## src/rtl/obs_pkg.sv

```systemverilog
// ----------------------------------------------------------------------------
// obs_pkg
// Types, codes and constants shared by the overlap best swath selector.
// ----------------------------------------------------------------------------
package obs_pkg;

	localparam int CELLS_DEF = 4096;

	localparam logic [1:0] OP_SCAN   = 2'd0;
	localparam logic [1:0] OP_DECIDE = 2'd1;
	localparam logic [1:0] OP_CLEAR  = 2'd2;
	localparam logic [1:0] OP_NONE   = 2'd3;

	localparam logic [2:0] CFG_CELLS      = 3'd0;
	localparam logic [2:0] CFG_SWATH_MODE = 3'd1;
	localparam logic [2:0] CFG_HAS_ANGLE  = 3'd2;
	localparam logic [2:0] CFG_HAS_RETURN = 3'd3;
	localparam logic [2:0] CFG_HAS_INTEN  = 3'd4;
	localparam logic [2:0] CFG_HAS_GPS    = 3'd5;
	localparam logic [2:0] CFG_HAS_CHAN   = 3'd6;

	localparam logic [4:0] RANK_ABSENT = 5'd16;

	typedef enum logic [1:0] {
		S_CLR,
		S_IDLE,
		S_RD,
		S_WR
	} state_t;

	typedef struct packed {
		logic [12:0] cells_in_use;
		logic        swath_mode;
		logic        has_angle;
		logic        has_return;
		logic        has_inten;
		logic        has_gps;
		logic        has_chan;
	} cfg_t;

	localparam cfg_t CFG_RESET = '{
		cells_in_use: 13'd4096,
		swath_mode:   1'b0,
		has_angle:    1'b1,
		has_return:   1'b1,
		has_inten:    1'b1,
		has_gps:      1'b1,
		has_chan:     1'b1
	};

	typedef struct packed {
		logic [1:0]  op;
		logic        ovl;
		logic [15:0] cell_idx;
		logic [31:0] pidx;
		logic [8:0]  angle;
		logic [3:0]  rnum;
		logic [15:0] inten;
		logic [63:0] gps;
		logic [15:0] src;
		logic [7:0]  chan;
	} item_t;

	typedef struct packed {
		logic        valid;
		logic [7:0]  abs_angle;
		logic [4:0]  rank;
		logic [15:0] inten;
		logic [63:0] tstamp;
		logic [31:0] point;
		logic [15:0] swath;
		logic [7:0]  chan;
	} entry_t;

	typedef struct packed {
		logic in_range;
		logic old_valid;
		logic ang_ne;
		logic ang_lt;
		logic rank_ne;
		logic rank_lt;
		logic int_ne;
		logic int_gt;
		logic time_ne;
		logic time_lt;
		logic pt_lt;
		logic swath_eq;
		logic chan_eq;
	} cmp_t;

endpackage

```

## src/rtl/obs_rank.sv

```systemverilog
// ----------------------------------------------------------------------------
// obs_rank
// Builds the candidate keys of a point and compares them with the stored best.
// ----------------------------------------------------------------------------
module obs_rank import obs_pkg::*; #(
	parameter int CELLS = CELLS_DEF
) (
	input  logic   clk,
	input  item_t  item,
	input  cfg_t   cfg,
	input  entry_t stored,
	output entry_t cand_q,
	output cmp_t   cmp_q
);

	localparam logic [16:0] CELLS_W = 17'(CELLS);

	logic [9:0] mag;
	entry_t     cand;
	cmp_t       cmp;

	always_comb begin
		mag = item.angle[8] ? (10'd512 - {1'b0, item.angle}) : {1'b0, item.angle};
		cand.valid     = 1'b1;
		cand.abs_angle = !cfg.has_angle ? 8'd0 : ((mag > 10'd255) ? 8'd255 : mag[7:0]);
		cand.rank      = cfg.has_return ? {1'b0, item.rnum} : RANK_ABSENT;
		cand.inten     = cfg.has_inten ? item.inten : 16'd0;
		cand.tstamp    = cfg.has_gps ? item.gps : {32'd0, item.pidx};
		cand.point     = item.pidx;
		cand.swath     = item.src;
		cand.chan      = cfg.has_chan ? item.chan : 8'd0;
	end

	always_comb begin
		cmp.in_range  = ({1'b0, item.cell_idx} < CELLS_W) &&
			(item.cell_idx < {3'd0, cfg.cells_in_use});
		cmp.old_valid = stored.valid;
		cmp.ang_ne    = cand.abs_angle != stored.abs_angle;
		cmp.ang_lt    = cand.abs_angle < stored.abs_angle;
		cmp.rank_ne   = cand.rank != stored.rank;
		cmp.rank_lt   = cand.rank < stored.rank;
		cmp.int_ne    = cand.inten != stored.inten;
		cmp.int_gt    = cand.inten > stored.inten;
		cmp.time_ne   = cand.tstamp != stored.tstamp;
		cmp.time_lt   = {~cand.tstamp[63], cand.tstamp[62:0]} <
			{~stored.tstamp[63], stored.tstamp[62:0]};
		cmp.pt_lt     = cand.point < stored.point;
		cmp.swath_eq  = cand.swath == stored.swath;
		cmp.chan_eq   = cand.chan == stored.chan;
	end

	always_ff @(posedge clk) begin
		cand_q <= cand;
		cmp_q  <= cmp;
	end

endmodule

```

## config.mk

```make
export PLATFORM = sky130hd
export DESIGN_NAME = obs_rank
export DESIGN_NICKNAME = d
export VERILOG_FILES = /design/src/rtl/obs_pkg.sv /design/src/rtl/obs_rank.sv
export SDC_FILE = /design/constraint.sdc
export NUM_CORES = 1
export LEC_CHECK = 0
export BUFFER_PORTS_ARGS = -buffer_cell sky130_fd_sc_hd__buf_2
export CAP_MARGIN = 20
export CORE_AREA = 2 2 193 195
export DETAILED_ROUTE_END_ITERATION = 10
export DIE_AREA = 0 0 195 197
export MAX_ROUTING_LAYER = met4
export SYNTH_ARGS = -nofsm -noshare
export SYNTH_HDL_FRONTEND = slang
export SYNTH_SLANG_ARGS = --single-unit
export TNS_END_PERCENT = 30
```

## constraint.sdc

```tcl
create_clock -name clk -period 3.2 [get_ports clk]
set_clock_uncertainty 0.15 [all_clocks]
set_input_delay 0.32 -clock clk [delete_from_list [all_inputs] [get_ports clk]]
set_output_delay 0.32 -clock clk [all_outputs]
set_load 0.05 [all_outputs]
```

Word level (Yosys, flattened, before mapping)
Index checks and enable logic that the tools add are counted.
W data, S select, Z words.
{"block": "word_totals", "elab_cells": 45, "inputBits": 338, "reg_bits": 162}
{"block": "classes", "n_eq_ne": 6, "n_bitwise": 2, "magnitude_cmp": 8, "mux": 7, "add_sub_neg": 1, "reduce_logical": 1}
{"operator": "$lt A64 B64 Y1", "n": 1}
{"operator": "$mux W64", "n": 1}
{"operator": "$ne A64 B64 Y1", "n": 1}
{"operator": "$lt A32 B32 Y1", "n": 1}
{"operator": "$mux W8", "n": 3}
{"operator": "$eq A16 B16 Y1", "n": 1}
{"operator": "$gt A16 B16 Y1", "n": 1}
{"operator": "$lt A16 B13 Y1", "n": 1}
{"operator": "$lt A16 B13 Y1 const B", "n": 1}
{"operator": "$mux W16", "n": 1}
{"operator": "$ne A16 B16 Y1", "n": 1}
{"operator": "$gt A10 B8 Y1 const B", "n": 1}
{"operator": "$mux W10", "n": 1}
{"operator": "$sub A10 B9 Y10 const A", "n": 1}
{"operator": "$eq A8 B8 Y1", "n": 1}
{"operator": "$lt A8 B8 Y1", "n": 1}
{"operator": "$ne A8 B8 Y1", "n": 1}
{"operator": "$lt A5 B5 Y1", "n": 1}
{"operator": "$mux W5", "n": 1}
{"operator": "$ne A5 B5 Y1", "n": 1}
{"operator": "$not A1 Y1", "n": 2}
{"operator": "$logic_and A1 B1 Y1", "n": 1}

Logic depth before layout (Yosys ltp)
Gate-level depths: netlist of run 1.
{"block": "depth", "depth_word": 6, "ltp_mapped": 12, "ltp_nobuf": 12}

Worst setup path before layout of run 1
No wires, ideal clock.
{"block": "synth_timing", "path_kind": "input -> register", "startpoint": "input port cfg[1] in the netlist's numbering", "endpoint": "register cmp_q[3] in the netlist's numbering", "stages": 10, "slack_ps": 377, "required_time_ps": 2935, "setup_time_ps": 115, "arrival_time_ps": 2559, "path_cell_list": "clkbuf_1 > buf_1 > mux2_2 > ha_1 > nand4_1 > nor4_1 > a211oi_1 > nand3_1 > a32oi_1 > o21a_1"}
{"element": "start: declaration", "line_no": "obs_rank.sv:10", "source": "input cfg_t cfg,"}
{"element": "end signal: assignment", "line_no": "obs_rank.sv:54", "source": "cmp_q <= cmp;"}
{"element": "end: declaration", "line_no": "obs_rank.sv:13", "source": "output cmp_t cmp_q"}

==> run_results.csv, run 1 <==
group,metric,value,unit
outcome,status,"completed",
timing,rsz0062_at_grt,"no",
place,io_buffers,495,
timing,slew_headroom,60.8,%
power,p_int,0.00412,W
critical_path,critPathLaunchType,"primary input",
min_path,hold_path_depth,2,
synthesis,synthCells,814,
floorplanning,coreArea,36300,sq um
power,switching_share,31.2,%
drt,wl,30500,microns
timing,max_freq,358,MHz
cts,cts_resized,0,
global_routing,grt_use_total,15.9,%
global_routing,grt_max_degree,35,
floorplanning,ioPinCount,501,
cts,cts.path.max_buffers,2,
critical_path,slowest_delay,0.54,ns
synthesis,yosysUniqueCellTypes,48,
synthesis,yosysTopAreaCell,"dfxtp_1",
layout,finalNonFillerCells,1951,
synthesis,synth_top_area_share,40.8,%
timing,final.setup.tns,0,ns
timing,hold_viol_final,0,
critical_path,path_max_fanout,3,
drt,first_pass_iters,4,
place,dpl-instance-area,11000,sq um
cts,clk_pin_slew_worst_paths,0.07,ns
drt,drc,0,
critical_path,crit_top_cell,"a21o_1",
synthesis,syn_avg_cell_area,9.75,sq um
power,p_leak,7.04,nW
drt,wire_per_inst,15.6,microns
synthesis,synth.net_count,1289,
power,switching_power,0.00187,W
cts,cts_tree,"done",
synthesis,synth.area.top_cells,"dfxtp_1 41%, ha_1 22%, inv_1 6.6%",
critical_path,arrival,3.02,ns
job,cap_violations,0,
global_routing,grt_pass1_vias,8380,
power,pwr-share-seq,36.2,%
cts,root_buffer,"clkbuf_16",
global_routing,antenna_found_initial,6,
critical_path,worstPathRequired,3.43,ns
min_path,hp-start,"item[33]",
critical_path,slowest_stage,"dlygate4sd3_1",
layout,fillerInstances,3673,
cts,clock-sinks,162,
layout,synthToLayoutAreaGrowth,64.8,%
layout,drive_above_1_share,38.5,%
drt,dr_total_vias,8027,
synthesis,ys_seq_area_share,40.8,%
timing,slew_violations,0,
global_routing,grt_pass1_wl,45300,microns
critical_path,cp-startpoint,"item[130]",
power,combPwrFrac,25.5,%
critical_path,end_kind,"flop",
cts,numCtsBuffers,17,
timing,finalCritPeriodShare,87.2,%
power,p_total,0.00599,W
place,place_inst,1772,
critical_path,cp_cell_sequence,"dlygate4sd3_1, buf_2, mux2_2, ha_1, a21o_1, a21o_1, a211oi_1, o211ai_1, a211oi_2, o21a_1",
drt,drtIter0Drc,143,
timing,setup_viol,0,
floorplanning,initial_core_util,21.9,%
min_path,min_to,"cand_q[65]",
place,place.gp.congestion,0.845,
cts,htreeDepth,4,
drt,ant_nets,0,
min_path,hold_class,"primary input to flop",
floorplanning,die_w,195,microns
floorplanning,dieArea,38400,sq um
timing,worst_slew_pin_slew,0.583,ns
layout,design_area,13100,sq um
layout,final_nets,1940,
synthesis,synth_seq_cells,162,
timing,fin_crit,2.79,ns
synthesis,yosysWarnings,0,
global_routing,grt.overflow.total,0,
power,vdd_drop_max,365,uV
floorplanning,rows,70,
power,clockPowerShare,38.3,%
place,hpwl,24500,microns
critical_path,critPathKind,"primary input to flop",
power,p_per_area,458,nW/um^2
synthesis,syn-cell-area,7940,sq um
drt,routed_via_density,4.11,
floorplanning,fp.dieH,197,microns
## flip-flops by register name (all words and copies together) (netlist names)
name    cells
cand_q    149
cmp_q      13
## stage by stage
step	setup WS (ns)	util (%)	hold slack, ns
4_1_cts	0.320	36.1	0.00116
5_1_grt	0.199	36.1	0.0223
2_1_floorplan	0.377	-	0.198
3_3_place_gp	0.102	30.4	0.272
3_5_place_dp	0.0989	30.4	0.274
6_report	0.408	36.1	0.0397
## cells in the mapped netlist (all sizes together)
library cell and instances:
a2111oi 1, a211o 1, a211oi 9, a21bo 1, a21boi 6, a21o 23
a21oi 38, a221o 2, a221oi 4, a32oi 1, and2 59, and3 3
and4 3, and4bb 1, buf 4, clkbuf 6, conb 1, dfxtp 162
ha 137, inv 140, mux2 31, mux2i 2, nand2 30, nand2b 4
nand3 19, nand4 22, nand4b 1, nor2 21, nor2b 7, nor3 4
nor4 5, o2111ai 1, o211ai 4, o21a 3, o21ai 22, o21bai 1
o311ai 1, o31a 1, o31ai 3, or2 1, or4 1, xnor2 25
xor2 3
## area by class of cell
class / count / area [sq um] / share of cell area, %
antenna: 5 / 12.5 / 0.0956
clock buffer: 21 / 470 / 3.59
clock inverter: 11 / 173 / 1.32
inverter: 140 / 526 / 4.01
multi-input combinational: 502 / 4130 / 31.6
sequential: 162 / 3240 / 24.8
tap: 468 / 586 / 4.47
timing repair buffer: 642 / 3950 / 30.2
## cell usage in the layout, fill, tap and decap left out, types with 4 or more instances in the layout
cell type | synthesis | final
nor2b_1 | 7 | 7
bufinv_16 | 0 | 4
nor2_1 | 21 | 21
xnor2_1 | 25 | 25
buf_2 | 0 | 495
dfxtp_1 | 162 | 162
and2_1 | 58 | 58
nor3_1 | 4 | 4
ha_1 | 137 | 137
nand2_1 | 30 | 30
dlygate4sd3_1 | 0 | 142
o21ai_0 | 20 | 20
clkbuf_16 | 0 | 17
buf_4 | 1 | 4
o211ai_1 | 4 | 4
a21boi_0 | 6 | 6
diode_2 | 0 | 5
a21oi_1 | 38 | 38
a21o_1 | 23 | 23
mux2_2 | 31 | 31
nand2b_1 | 4 | 4
nor4_1 | 5 | 5
inv_1 | 140 | 140
nand3_1 | 19 | 19
nand4_1 | 22 | 22
a211oi_1 | 8 | 8
## power by group through the flow
| stage | sequential, W | combinational (W) | clock (W) |
|---|---|---|---|
| 2_1_floorplan | 0.00265 | 0.000447 | 0 |
| 3_3_place_gp | 0.00221 | 0.00137 | 0 |
| 3_5_place_dp | 0.00221 | 0.00139 | 0 |
| 4_1_cts | 0.00217 | 0.00154 | 0.00238 |
| 5_1_grt | 0.00218 | 0.00166 | 0.00245 |
| 6_report | 0.00217 | 0.00153 | 0.00229 |
## worst max-delay path, delay by kind of cell
family	cells	cell delay, ns
AO/OA/AOI/OAI	6	1.45
multiplexers	1	0.27
adder cells (fa/ha/maj)	1	0.30
buffers and inverters	2	0.69
## layer usage
metal | global-route usage (%) | routed length (microns) | vias to the layer above
met4 | 6.45 | 733 | 0
met5 | - | 0 | -
met1 | 17.6 | 12600 | 3621
met2 | 27.6 | 15400 | 306
met3 | 3.95 | 1840 | 35
li1 | - | - | 4065
## worst max path at each step
| stage | to | slack (ns) | cells past startpoint |
|---|---|---|---|
| 3_3_place_gp | cmp_q[3] | 0.10 | 10 |
| 6_report | cmp_q[3] | 0.41 | 10 |
| 4_1_cts | cmp_q[3] | 0.32 | 11 |
| 5_1_grt | cmp_q[3] | 0.20 | 11 |
| 3_5_place_dp | cmp_q[3] | 0.1 | 10 |
| 2_1_floorplan | cmp_q[3] | 0.38 | 10 |
## kinds of logic after synthesis
kind of cell	count (synthesis)	synth area share [%]
adders and majority gates	137	21.6
xor gates and xnor gates	28	3.09
and+or+nand+nor	181	12.5
other	1	0.0472
AOI/OAI and AO/OA	122	10.1
buffers and inverters	150	7.14
DFF	162	40.8
muxes	33	4.65
## what timing repair did
action | 4_1_cts | 5_1_grt
setup buffers | 0 | 0
endpoints found under the setup margin | 0 | 0
hold buffers | 142 | 0
hold endpoints to repair | 140 | 0
Note: power is estimated with default switching activity, not from simulation.
==> inputs of run 2 (changes only) <==
--- a/config.mk
+++ b/config.mk
@@ -11,6 +11,7 @@
 export DETAILED_ROUTE_END_ITERATION = 10
 export DIE_AREA = 0 0 195 197
 export MAX_ROUTING_LAYER = met4
+export PLACE_DENSITY = 0.52
 export SYNTH_ARGS = -nofsm -noshare
 export SYNTH_HDL_FRONTEND = slang
 export SYNTH_SLANG_ARGS = --single-unit
==> run 2 against run 1 <==
Against the previous run: non-clock buffer count did not move; critical path depth rose by 1; cell area fell by 0.90%; final cell count barely moved; power fell by 6.1%; flip-flop and latch count did not move; clock power fell by 15%; via count fell by 0.35%; die area did not move; clock-buffer cell count did not move.
==> run_results.csv, run 2 (same netlist as run 1, synthesis figures left out) <==
group,metric,value,unit
timing,rsz0062_at_grt,"no",
floorplanning,initial_core_util,21.9,%
place,place.gp.congestion,0.842,
floorplanning,die_w,195,microns
global_routing,grt_use_total,15.8,%
layout,final_nets,1940,
power,clockPowerShare,34.4,%
power,p_total,0.00562,W
drt,first_pass_iters,5,
place,io_buffers,495,
layout,final_cell_mix,"495 x buf_2, 162 x dfxtp_1, 140 x inv_1",
drt,drtIter0Drc,125,
timing,hold_viol_final,0,
global_routing,grt.overflow.total,0,
floorplanning,fp.dieH,197,microns
critical_path,path_max_fanout,3,
global_routing,grt_pass1_wl,44400,microns
timing,slew_headroom,60.5,%
critical_path,critPathLaunchType,"primary input",
timing,finalCritPeriodShare,89.0,%
drt,routed_via_density,4.10,
power,p_leak,6.97,nW
drt,wire_per_inst,15.5,microns
drt,wl,30300,microns
layout,mostFrequentLayoutCell,"buf_2",
power,p_per_area,434,nW/um^2
power,combPwrFrac,27.0,%
critical_path,worstPathRequired,3.38,ns
drt,ant_nets,0,
cts,cts_tree,"done",
global_routing,antenna_found_initial,7,
critical_path,end_kind,"flop",
cts,clock-sinks,162,
power,switching_power,0.00184,W
power,switching_share,32.8,%
layout,fillerInstances,3719,
layout,fin_util,35.8,%
cts,post_cts_buffers,0,
min_path,hold_path_depth,4,
timing,slew_violations,0,
timing,setup_viol,0,
timing,worst_slew_pin_slew,0.587,ns
place,dp_slack,-0.0672,ns
power,vdd_drop_max,366,uV
floorplanning,ioPinCount,501,
global_routing,grt_max_degree,37,
power,p_int,0.00378,W
cts,cts_resized,0,
critical_path,cp_cell_sequence,"dlygate4sd3_1, buf_2, mux2_2, ha_1, nand4_1, nor4_1, buf_4, a211oi_1, nand3_1, a32oi_1, o21a_1",
cts,htreeDepth,4,
cts,cts.path.max_buffers,2,
critical_path,critPathKind,"primary input to flop",
cts,root_buffer,"clkbuf_16",
layout,synthToLayoutAreaGrowth,63.4,%
layout,largestRegisters,"cand_q x149, cmp_q x13",
floorplanning,coreArea,36300,sq um
outcome,status,"completed",
min_path,min_to,"cmp_q[0]",
timing,max_freq,351,MHz
power,pwr-share-seq,38.6,%
cts,clk_pin_slew_worst_paths,0.07,ns
job,cap_violations,0,
cts,numCtsBuffers,17,
min_path,hold_class,"primary input to flop",
floorplanning,dieArea,38400,sq um
timing,setup_slack,0.352,ns
layout,largest_register_ffs,149,
drt,drc,0,
timing,fin_crit,2.85,ns
critical_path,slowest_delay,0.59,ns
layout,top_register,"cand_q",
critical_path,arrival,3.03,ns
floorplanning,rows,70,
place,hpwl,25000,microns
layout,drive_above_1_share,38.6,%
drt,dr_total_vias,7999,
critical_path,slowest_stage,"dlygate4sd3_1",
min_path,hp-start,"stored[1]",
global_routing,grt_pass1_vias,8353,
run 2: cell count changes in the layout (fill, tap and decap cells not counted), sizes merged:
cell,before,now
clkinvlp,1,6
bufinv,4,0
buf,500,503
dlygate4sd3,142,139
inv,143,140
diode,5,6
run 2: power groups by stage:
stage               logic, W  registers (W)  clock network (W)
finish               0.00152        0.00217            0.00194
global route         0.00166        0.00218            0.00208
CTS                  0.00153        0.00217            0.00202
detailed placement   0.00139        0.00221                  0
global placement     0.00138        0.00221                  0
floorplan           0.000447        0.00265                  0
run 2: metal layers:
layer | track usage (%) | vias up | share of wire (%)
met5 | - | - | 0
met4 | 6.02 | 0 | 1.4
met3 | 3.23 | 28 | 5.8
met2 | 28.1 | 315 | 52
met1 | 17.3 | 3600 | 41
li1 | - | 4056 | -
run 2: worst max-delay path by stage:
| stage | endpoint | depth (start not counted) | start | slack [ns] |
|---|---|---|---|---|
| 6_report | cmp_q[3] | 11 | item[53] | 0.35 |
| 4_1_cts | cmp_q[3] | 11 | item[53] | 0.23 |
| 2_1_floorplan | cmp_q[3] | 10 | cfg[1] | 0.38 |
| 5_1_grt | cmp_q[3] | 11 | item[53] | 0.12 |
| 3_5_place_dp | cmp_q[3] | 11 | cfg[1] | -0.07 |
| 3_3_place_gp | cmp_q[3] | 11 | cfg[1] | -0.09 |
run 2: what timing repair did:
item	in CTS	in global routing
hold endpoints to repair	137	0
hold buffers	139	0
setup endpoints to repair	0	0
run 2: stage by stage:
stage	cell area [sq um]	TNS (ns)	instances	hold slack (ns)
floorplan	7940	0	814	0.198
global route	13000	0	1950	0.0159
CTS	13000	0	1944	0.00105
global placement	11000	-0.0930	1775	0.273
finish	13000	0	1950	0.0352
detailed placement	11000	-0.0672	1775	0.275
run 2: area by class of cell:
class | instances | area, sq um | area share [%]
inverters | 140 | 526 | 4.05
diodes | 6 | 15.0 | 0.116
well taps | 468 | 586 | 4.51
clock inverters | 9 | 60.1 | 0.463
flip-flops and latches | 162 | 3240 | 25.0
clock buffers | 21 | 470 | 3.63
repair buffers | 642 | 3940 | 30.4
multi-input cells | 502 | 4130 | 31.8
run 2: worst max-delay path, delay by kind of cell:
| family | cells | cell delay [ns] |
|---|---|---|
| muxes | 1 | 0.27 |
| and+or+nand+nor | 3 | 0.82 |
| adders and majority gates | 1 | 0.29 |
| AOI/OAI and AO/OA | 3 | 0.39 |
| buffers and inverters | 3 | 0.93 |
